[config.mk]
export PLATFORM = sky130hd
export DESIGN_NAME = av_timestamp_mix_reorder_queue_core_flat
export DESIGN_NICKNAME = d
export VERILOG_FILES = /design/src/hw/rtl/avtm_pkg.sv /design/src/hw/rtl/avtm_req_if.sv /design/src/hw/rtl/avtm_rsp_if.sv /design/src/hw/rtl/av_timestamp_mix_reorder_queue_core.sv /design/src/flat_wrapper.sv
export SDC_FILE = /design/constraint.sdc
export NUM_CORES = 1
export LEC_CHECK = 0
export BUFFER_PORTS_ARGS = -buffer_cell sky130_fd_sc_hd__buf_4
export CORE_MARGIN = 2
export CORE_UTILIZATION = 45
export DETAILED_ROUTE_END_ITERATION = 10
export GPL_ROUTABILITY_DRIVEN = 0
export PLACE_DENSITY = 0.63
export SKIP_CTS_REPAIR_TIMING = 1
export SLEW_MARGIN = 40
export SYNTH_ARGS = -nofsm -noshare
export SYNTH_HDL_FRONTEND = slang
export SYNTH_SLANG_ARGS = --single-unit
[constraint.sdc]
create_clock -name clock -period 20.7 [get_ports clock]
set_input_delay 6.21 -clock clock [delete_from_list [all_inputs] [get_ports clock]]
set_output_delay 6.21 -clock clock [all_outputs]
set_load 0.02 [all_outputs]
[src/hw/rtl/avtm_pkg.sv]
// Package with the widths, register map and entry type of the timestamp reorder queue.
package avtm_pkg;

   localparam int TIME_W = 32;
   localparam int TAG_W = 16;
   localparam int THR_W = 7;
   localparam int CSR_DATA_W = 32;
   localparam int CSR_ADDR_W = 2;

   localparam logic [THR_W-1:0] PURE_THRESHOLD_RESET = 7'd10;

   localparam logic [CSR_ADDR_W-1:0] CSR_PURE_THRESHOLD_ADDR = 2'd0;

   localparam logic OP_PUSH = 1'b0;
   localparam logic OP_CLEAR = 1'b1;

   typedef struct packed {
      logic [TIME_W-1:0] timestamp;
      logic              video_kind;
      logic [TAG_W-1:0]  tag;
   } entry_type;

endpackage

[src/hw/rtl/avtm_req_if.sv]
// Request channel interface carrying one packet word or a clear command.
interface avtm_req_if;
   logic                         valid;
   logic                         ready;
   logic                         op;
   logic [avtm_pkg::TIME_W-1:0]  timestamp;
   logic                         video_kind;
   logic [avtm_pkg::TAG_W-1:0]   packet_tag;

   modport source (output valid, output op, output timestamp, output video_kind,
                   output packet_tag, input ready);
   modport sink (input valid, input op, input timestamp, input video_kind,
                 input packet_tag, output ready);
endinterface

[src/hw/rtl/avtm_rsp_if.sv]
// Response channel interface carrying one released packet word.
interface avtm_rsp_if;
   logic                         valid;
   logic                         ready;
   logic [avtm_pkg::TIME_W-1:0]  out_timestamp;
   logic                         out_video_kind;
   logic [avtm_pkg::TAG_W-1:0]   out_tag;
   logic                         forced;

   modport source (output valid, output out_timestamp, output out_video_kind,
                   output out_tag, output forced, input ready);
   modport sink (input valid, input out_timestamp, input out_video_kind,
                 input out_tag, input forced, output ready);
endinterface

[src/hw/rtl/av_timestamp_mix_reorder_queue_core.sv]
// Top level of the timestamp-ordered audio and video reorder queue.
//
//  Channel   Direction  Handshake            Word
//  req_if    in         valid/ready          op, timestamp, video_kind, packet_tag
//  rsp_if    out        valid/ready          out_timestamp, out_video_kind, out_tag, forced
//  csr_*     in         APB write/read       pure_threshold at byte address 0
//
// A clear completes in its accepting cycle. A push takes its accepting cycle, an insertion
// walk (a direct write into an empty queue, else a start step and compare steps that move
// each later entry up one place) and a release check; a release adds a head read and the
// hand-off, all paced by the single memory port pair. A full-queue push does a head compare
// and hand-off before the walk and skips the check; a new word below the head is not stored.
// Reset empties the queue and sets the threshold to ten; a stalled response holds the block.
module av_timestamp_mix_reorder_queue_core #(
   parameter int QUEUE_DEPTH = 16
) (
   input  logic                              clock,
   input  logic                              reset,
   avtm_req_if.sink                          req_if,
   avtm_rsp_if.source                        rsp_if,
   input  logic                              csr_psel,
   input  logic                              csr_penable,
   input  logic                              csr_pwrite,
   input  logic [avtm_pkg::CSR_ADDR_W-1:0]   csr_paddr,
   input  logic [avtm_pkg::CSR_DATA_W-1:0]   csr_pwdata,
   output logic [avtm_pkg::CSR_DATA_W-1:0]   csr_prdata,
   output logic                              csr_pready
);

   localparam int AW = $clog2(QUEUE_DEPTH);
   localparam int CW = $clog2(QUEUE_DEPTH + 1);
   localparam int CMPW = (CW > avtm_pkg::THR_W) ? CW : avtm_pkg::THR_W;
   localparam logic [AW:0] DEPTH_W = (AW + 1)'(QUEUE_DEPTH);
   localparam logic [CW-1:0] DEPTH_C = CW'(QUEUE_DEPTH);
   localparam logic [AW-1:0] LAST_POS = AW'(QUEUE_DEPTH - 1);

   typedef enum logic [2:0] {
      ST_IDLE,
      ST_WALK_START,
      ST_WALK_CMP,
      ST_FULL_CMP,
      ST_CHECK,
      ST_HEAD_WAIT,
      ST_EMIT
   } state_type;

   avtm_pkg::entry_type mem [QUEUE_DEPTH];
   avtm_pkg::entry_type rd_data_ff;
   logic [AW-1:0]       rd_addr;
   logic                mem_we;
   logic [AW-1:0]       mem_waddr;
   avtm_pkg::entry_type mem_wdata;

   state_type state_ff, state_in;
   state_type ret_ff, ret_in;
   logic                          full_mode_ff, full_mode_in;
   logic [AW-1:0]                 pos_ff, pos_in;
   logic [AW-1:0]                 head_ff, head_in;
   logic [CW-1:0]                 video_ff, video_in;
   logic [CW-1:0]                 audio_ff, audio_in;
   logic [avtm_pkg::THR_W-1:0]    thr_ff, thr_in;
   avtm_pkg::entry_type           new_ff, new_in;
   avtm_pkg::entry_type           out_ff, out_in;
   logic                          out_forced_ff, out_forced_in;
   logic                          rsp_valid_ff, rsp_valid_in;
   avtm_pkg::entry_type           rsp_entry_ff, rsp_entry_in;
   logic                          rsp_forced_ff, rsp_forced_in;

   logic [CW-1:0]   used;
   logic            cmp_gt;
   logic            release_ok;
   logic [CMPW-1:0] video_x, audio_x, thr_x;
   logic            req_take;
   logic            csr_write;

   function automatic logic [AW-1:0] phys(input logic [AW-1:0] h, input logic [AW-1:0] l);
      logic [AW:0] s;
      s = {1'b0, h} + {1'b0, l};
      if (s >= DEPTH_W) begin
         s = s - DEPTH_W;
      end
      return s[AW-1:0];
   endfunction

   assign used = video_ff + audio_ff;
   assign cmp_gt = rd_data_ff.timestamp > new_ff.timestamp;
   assign video_x = CMPW'(video_ff);
   assign audio_x = CMPW'(audio_ff);
   assign thr_x = CMPW'(thr_ff);
   assign release_ok = ((video_x >= thr_x) && (audio_ff == '0)) ||
                       ((audio_x >= thr_x) && (video_ff == '0)) ||
                       ((video_ff != '0) && (audio_ff != '0));

   assign req_if.ready = (state_ff == ST_IDLE);
   assign req_take = req_if.valid && req_if.ready;

   assign rsp_if.valid = rsp_valid_ff;
   assign rsp_if.out_timestamp = rsp_entry_ff.timestamp;
   assign rsp_if.out_video_kind = rsp_entry_ff.video_kind;
   assign rsp_if.out_tag = rsp_entry_ff.tag;
   assign rsp_if.forced = rsp_forced_ff;

   assign csr_pready = 1'b1;
   assign csr_write = csr_psel && csr_penable && csr_pwrite;
   assign csr_prdata = (csr_paddr == avtm_pkg::CSR_PURE_THRESHOLD_ADDR) ?
                       avtm_pkg::CSR_DATA_W'(thr_ff) : '0;

   always_comb begin
      state_in = state_ff;
      ret_in = ret_ff;
      full_mode_in = full_mode_ff;
      pos_in = pos_ff;
      head_in = head_ff;
      video_in = video_ff;
      audio_in = audio_ff;
      thr_in = thr_ff;
      new_in = new_ff;
      out_in = out_ff;
      out_forced_in = out_forced_ff;
      rsp_valid_in = rsp_valid_ff;
      rsp_entry_in = rsp_entry_ff;
      rsp_forced_in = rsp_forced_ff;
      mem_we = 1'b0;
      mem_waddr = phys(head_ff, pos_ff);
      mem_wdata = new_ff;
      rd_addr = phys(head_ff, pos_ff - AW'(1));

      if (csr_write && (csr_paddr == avtm_pkg::CSR_PURE_THRESHOLD_ADDR)) begin
         thr_in = csr_pwdata[avtm_pkg::THR_W-1:0];
      end
      if (rsp_valid_ff && rsp_if.ready) begin
         rsp_valid_in = 1'b0;
      end

      case (state_ff)
         ST_IDLE: begin
            if (req_take) begin
               if (req_if.op == avtm_pkg::OP_CLEAR) begin
                  video_in = '0;
                  audio_in = '0;
               end else begin
                  new_in.timestamp = req_if.timestamp;
                  new_in.video_kind = req_if.video_kind;
                  new_in.tag = req_if.packet_tag;
                  if (used == DEPTH_C) begin
                     rd_addr = head_ff;
                     full_mode_in = 1'b1;
                     state_in = ST_FULL_CMP;
                  end else begin
                     pos_in = used[AW-1:0];
                     full_mode_in = 1'b0;
                     state_in = ST_WALK_START;
                  end
               end
            end
         end
         ST_WALK_START: begin
            if (pos_ff == '0) begin
               mem_we = 1'b1;
               if (new_ff.video_kind) begin
                  video_in = video_ff + CW'(1);
               end else begin
                  audio_in = audio_ff + CW'(1);
               end
               state_in = full_mode_ff ? ST_IDLE : ST_CHECK;
            end else begin
               state_in = ST_WALK_CMP;
            end
         end
         ST_WALK_CMP: begin
            rd_addr = phys(head_ff, pos_ff - AW'(2));
            mem_we = 1'b1;
            if (cmp_gt) begin
               mem_wdata = rd_data_ff;
               pos_in = pos_ff - AW'(1);
               if (pos_ff == AW'(1)) begin
                  state_in = ST_WALK_START;
               end
            end else begin
               if (new_ff.video_kind) begin
                  video_in = video_ff + CW'(1);
               end else begin
                  audio_in = audio_ff + CW'(1);
               end
               state_in = full_mode_ff ? ST_IDLE : ST_CHECK;
            end
         end
         ST_FULL_CMP: begin
            out_forced_in = 1'b1;
            ret_in = ST_IDLE;
            state_in = ST_EMIT;
            if (cmp_gt) begin
               out_in = new_ff;
            end else begin
               out_in = rd_data_ff;
               if (rd_data_ff.video_kind) begin
                  video_in = video_ff - CW'(1);
               end else begin
                  audio_in = audio_ff - CW'(1);
               end
               head_in = phys(head_ff, AW'(1));
               pos_in = LAST_POS;
               ret_in = ST_WALK_START;
            end
         end
         ST_CHECK: begin
            rd_addr = head_ff;
            state_in = release_ok ? ST_HEAD_WAIT : ST_IDLE;
         end
         ST_HEAD_WAIT: begin
            out_in = rd_data_ff;
            out_forced_in = 1'b0;
            if (rd_data_ff.video_kind) begin
               video_in = video_ff - CW'(1);
            end else begin
               audio_in = audio_ff - CW'(1);
            end
            head_in = phys(head_ff, AW'(1));
            ret_in = ST_IDLE;
            state_in = ST_EMIT;
         end
         ST_EMIT: begin
            if (!rsp_valid_ff || rsp_if.ready) begin
               rsp_valid_in = 1'b1;
               rsp_entry_in = out_ff;
               rsp_forced_in = out_forced_ff;
               state_in = ret_ff;
            end
         end
         default: begin
            state_in = ST_IDLE;
         end
      endcase
   end

   always_ff @(posedge clock) begin
      if (mem_we) begin
         mem[mem_waddr] <= mem_wdata;
      end
      rd_data_ff <= mem[rd_addr];
   end

   always_ff @(posedge clock) begin
      if (reset) begin
         state_ff <= ST_IDLE;
         ret_ff <= ST_IDLE;
         full_mode_ff <= 1'b0;
         pos_ff <= '0;
         head_ff <= '0;
         video_ff <= '0;
         audio_ff <= '0;
         thr_ff <= avtm_pkg::PURE_THRESHOLD_RESET;
         rsp_valid_ff <= 1'b0;
      end else begin
         state_ff <= state_in;
         ret_ff <= ret_in;
         full_mode_ff <= full_mode_in;
         pos_ff <= pos_in;
         head_ff <= head_in;
         video_ff <= video_in;
         audio_ff <= audio_in;
         thr_ff <= thr_in;
         rsp_valid_ff <= rsp_valid_in;
      end
      new_ff <= new_in;
      out_ff <= out_in;
      out_forced_ff <= out_forced_in;
      rsp_entry_ff <= rsp_entry_in;
      rsp_forced_ff <= rsp_forced_in;
   end

`ifndef NO_ASSERTIONS
   a_occupancy_bound: assert property (@(posedge clock) disable iff (reset)
      ({1'b0, video_ff} + {1'b0, audio_ff}) <= (CW + 1)'(QUEUE_DEPTH))
      else $error("queue occupancy exceeds its depth");

   a_clear_empties: assert property (@(posedge clock) disable iff (reset)
      (req_take && (req_if.op == avtm_pkg::OP_CLEAR)) |=>
      (video_ff == '0) && (audio_ff == '0))
      else $error("clear did not empty the queue");

   a_walk_position: assert property (@(posedge clock) disable iff (reset)
      (state_ff == ST_WALK_CMP) |-> (pos_ff != '0))
      else $error("insertion walk compared below the head");

   a_response_source: assert property (@(posedge clock) disable iff (reset)
      $rose(rsp_valid_ff) |-> $past(state_ff == ST_EMIT))
      else $error("response raised outside the hand-off state");
`endif

endmodule

[src/flat_wrapper.sv]
// flat-port wrapper written by rule: the top's interface ports become plain ports
module av_timestamp_mix_reorder_queue_core_flat 
#(
   parameter int QUEUE_DEPTH = 16
)
  (clock, reset, csr_psel, csr_penable, csr_pwrite, csr_paddr, csr_pwdata, csr_prdata, csr_pready, req_if_valid, req_if_op, req_if_timestamp, req_if_video_kind, req_if_packet_tag, req_if_ready, rsp_if_valid, rsp_if_out_timestamp, rsp_if_out_video_kind, rsp_if_out_tag, rsp_if_forced, rsp_if_ready);
  avtm_req_if req_if_i ();
  avtm_rsp_if rsp_if_i ();
  input  logic clock;
  input  logic reset;
  input  logic csr_psel;
  input  logic csr_penable;
  input  logic csr_pwrite;
  input  logic [avtm_pkg::CSR_ADDR_W-1:0] csr_paddr;
  input  logic [avtm_pkg::CSR_DATA_W-1:0] csr_pwdata;
  output logic [avtm_pkg::CSR_DATA_W-1:0] csr_prdata;
  output logic csr_pready;
  input wire logic [$bits(req_if_i.valid)-1:0] req_if_valid;
  input wire logic [$bits(req_if_i.op)-1:0] req_if_op;
  input wire logic [$bits(req_if_i.timestamp)-1:0] req_if_timestamp;
  input wire logic [$bits(req_if_i.video_kind)-1:0] req_if_video_kind;
  input wire logic [$bits(req_if_i.packet_tag)-1:0] req_if_packet_tag;
  output wire logic [$bits(req_if_i.ready)-1:0] req_if_ready;
  output wire logic [$bits(rsp_if_i.valid)-1:0] rsp_if_valid;
  output wire logic [$bits(rsp_if_i.out_timestamp)-1:0] rsp_if_out_timestamp;
  output wire logic [$bits(rsp_if_i.out_video_kind)-1:0] rsp_if_out_video_kind;
  output wire logic [$bits(rsp_if_i.out_tag)-1:0] rsp_if_out_tag;
  output wire logic [$bits(rsp_if_i.forced)-1:0] rsp_if_forced;
  input wire logic [$bits(rsp_if_i.ready)-1:0] rsp_if_ready;
  assign req_if_i.valid = req_if_valid;
  assign req_if_i.op = req_if_op;
  assign req_if_i.timestamp = req_if_timestamp;
  assign req_if_i.video_kind = req_if_video_kind;
  assign req_if_i.packet_tag = req_if_packet_tag;
  assign req_if_ready = req_if_i.ready;
  assign rsp_if_valid = rsp_if_i.valid;
  assign rsp_if_out_timestamp = rsp_if_i.out_timestamp;
  assign rsp_if_out_video_kind = rsp_if_i.out_video_kind;
  assign rsp_if_out_tag = rsp_if_i.out_tag;
  assign rsp_if_forced = rsp_if_i.forced;
  assign rsp_if_i.ready = rsp_if_ready;
  av_timestamp_mix_reorder_queue_core #(.QUEUE_DEPTH(QUEUE_DEPTH)) u_core (.clock(clock), .reset(reset), .req_if(req_if_i), .rsp_if(rsp_if_i), .csr_psel(csr_psel), .csr_penable(csr_penable), .csr_pwrite(csr_pwrite), .csr_paddr(csr_paddr), .csr_pwdata(csr_pwdata), .csr_prdata(csr_prdata), .csr_pready(csr_pready));
endmodule
==> key figures <==
Status
  – Status: finished clean

Global route
  – Vias in the first global route: 21534
  – Largest net degree at the start of global routing: 79
  – First-pass GRT wire length: 138.3 mm
  – Total grt overflow: 0
  – Tot GR Track Use: 20.15%
  – Antenna violations before repair: 0

Floorplan
  – Core Area: 88650 um2
  – Die Footprint: 92170 um2
  – Top-level I/O count: 176
  – Starting density of the core: 45.57%
  – Die W: 303.6 um
  – Die Ht: 303.6 um
  – Row count: 109

Power
  – PD cells: 157.3 nW/um2
  – Leakage: 17.52 nW
  – Worst VDD drop: 0.2049 mV

Yosys
  – Synth area leaders: edfxtp_1, mux2i_1, dfxtp_1, o22ai_1, ha_1
  – Simple-gate area share of the yosys netlist: 3.606%
  – Synth Warn #: 0
  – Yosys cell types: 66
  – Proportion of synthesized area in mux cells: 11.92%
  – Post-synthesis adder-cell area fraction: 2.342%
  – Largest area contributor in the netlist: edfxtp_1
  – Combinational family with the most area after synthesis: multiplexers
  – Synth Flop Type: edfxtp_1
  – Avg Cell Area, Syn: 16.63 um2
  – Sequential area share after synthesis: 73.33%
  – Post-Syn Area: 40390 um2
  – XOR/XNOR Fraction of Synth Area: 0.5142%
  – Yosys top cell area share: 69.36%
  – Post-synthesis register bit count: 1013
  – Compound-Gate Fraction of Synth Area: 5.696%
  – Post-synthesis cell count: 2429
  – Ys async rst share: 0%
  – Post-synth EDFFs: 933

Critical path
  – Crit path max fanout: 5
  – Worst Setup End Kind: primary output
  – Critical Path Start Type: input port
  – Worst EP required: 14.49 ns
  – CP Class: input port to primary output
  – Crit path DAT: 6.91 ns

Timing
  – # setup viols final: 0
  – Count of final max-slew check failures: 0
  – Worst clock skew: 0.03066 ns
  – Fin crit share: 63.36%
  – Slew @ Worst Pin: 0.8973 ns
  – TNS Setup: 0 ns
  – Slew HR: 40.18%
  – Tmin final: 13.12 ns
  – Fmax: 76.24 MHz
  – Worst hold slack: 0.4162 ns
  – RSZ-0062 raised after global routing: false
  – PnR worst setup slack: 7.584 ns
  – Fin. Hold Viols: 0

Route
  – Vias/cell: 5.677
  – Routed Antenna Nets: 0
  – Routed WL per cell: 24.59 um
  – Drt drc: 0
  – Drt pass-1 iters: 7
  – Initial drt markers: 2131
  – Routed WL: 94.29 mm
  – Vias: 21770

Finish
  – Layout cells sized above 1: 16.14%
  – Number of fill cells: 7079
  – Final instance area: 46120 um2
  – Commonest non-fill, non-tap cell in the layout: edfxtp_1
  – Nets: 2745
  – Commonest non-fill, non-tap cells in the layout: edfxtp_1, mux2i_1, o22ai_1
  – Area Growth Syn to Fin: 14.19%
  – # diodes: 0
  – Utilization after layout: 52.03%

Placed design
  – Pre-CTS worst setup slack: 7.552 ns
  – I/O Buffers: 124
  – Dpl hpwl: 49.90 mm
  – Placed Area: 42780 um2

Clocking
  – Root buf cell: clkbuf_16
  – CTS tree: built
  – CTS H-tree lvls: 3
  – Clock-pin slew on the worst setup and hold paths: 0.06 ns
  – CTS sink count: 1013
  – Max Root-Sink Buffers: 3
  – Worst-Skew Late Latency: 0.68 ns
  – Num CTS Buffers: 103

Min path
  – Worst hold path type: flop to flop

Flow run
  – Max-Cap Viols: 0
-- report_power, final --
part | internal (mW) | switching, mW | leakage (nW)
registers | 2.54 | 0.0827 | 9.08
logic | 1.08 | 1.74 | 6.82
clock network | 1.05 | 0.762 | 1.62
-- worst max-delay path, cell delays in order --
cell and delay, ns:
buf_4 0.13, nor2_1 0.23, and2_1 0.19, buf_4 0.14
-- layout make-up --
| cell class | count | area [um2] | area share (%) |
|---|---|---|---|
| Sequential cell | 1013 | 29620 | 64.22 |
| Multi-Input combinational cell | 1237 | 10050 | 21.78 |
| Clock buffer | 138 | 2800 | 6.071 |
| Tap cell | 1165 | 1458 | 3.160 |
| Timing Repair Buffer | 168 | 1446 | 3.136 |
| Clock inverter | 55 | 533.0 | 1.156 |
| Inverter | 59 | 221.5 | 0.4802 |
-- cells in the mapped netlist, types with 11 or more instances --
cell type / n
a21o_1: 18
a21oi_1: 44
buf_2: 46
buf_4: 35
buf_6: 12
clkbuf_1: 41
dfxtp_1: 80
edfxtp_1: 933
ha_1: 66
inv_1: 59
mux2_2: 68
mux2i_1: 403
nand2_1: 68
nand3_1: 14
nor2_1: 78
nor3_1: 11
o21ai_0: 57
o22ai_1: 200
or4_1: 52
-- flip-flops by register name, indices dropped and copies added, names as in the netlist, 3 cells and up --
signal	count
u_core.audio_ff	5
u_core.new_ff	49
u_core.state_ff	3
u_core.rd_data_ff	49
u_core.out_ff	49
u_core.mem	784
u_core.thr_ff	7
u_core.rsp_if.out_timestamp	32
u_core.head_ff	4
u_core.pos_ff	4
u_core.video_ff	5
u_core.rsp_if.out_tag	16
-- cell families (layout without fill, tap and decap cells) --
kind of cell | count (synthesis) | count (layout)
compound gates | 365 | 365
xor+xnor | 22 | 22
fa+ha+maj | 72 | 72
buf+inv | 203 | 420
flops | 1013 | 1013
mux | 472 | 472
other cells | 2 | 26
simple gates | 280 | 280
-- routing by layer --
metal | global-route usage (%) | up-vias | share of wire, %
met5 | 0 | - | 0
met4 | 5.947 | 0 | 2.1
met3 | 2.836 | 133 | 6.1
met2 | 34.18 | 730 | 49
met1 | 27.11 | 11112 | 42
li1 | - | 9795 | -
-- metrics by stage --
step	total power, mW	std cells
3_3_place_gp	5.374	3632
5_1_grt	7.593	3835
2_1_floorplan	4.629	2453
4_1_cts	7.307	3835
6_report	7.257	3835
3_5_place_dp	5.491	3642
-- worst paths after layout --
path,start,to,slack (ns),cells past startpoint
setup reg to reg,u_core.video_ff[0],u_core.rd_data_ff[47],15.14,13
hold / removal,u_core.out_ff[25],u_core.rsp_if.out_timestamp[8],0.42,0
setup / recovery,csr_paddr[1],csr_prdata[0],7.58,4
hold reg to reg,u_core.out_ff[25],u_core.rsp_if.out_timestamp[8],0.42,0
No activity file was read; power rests on OpenSTA's default activity.
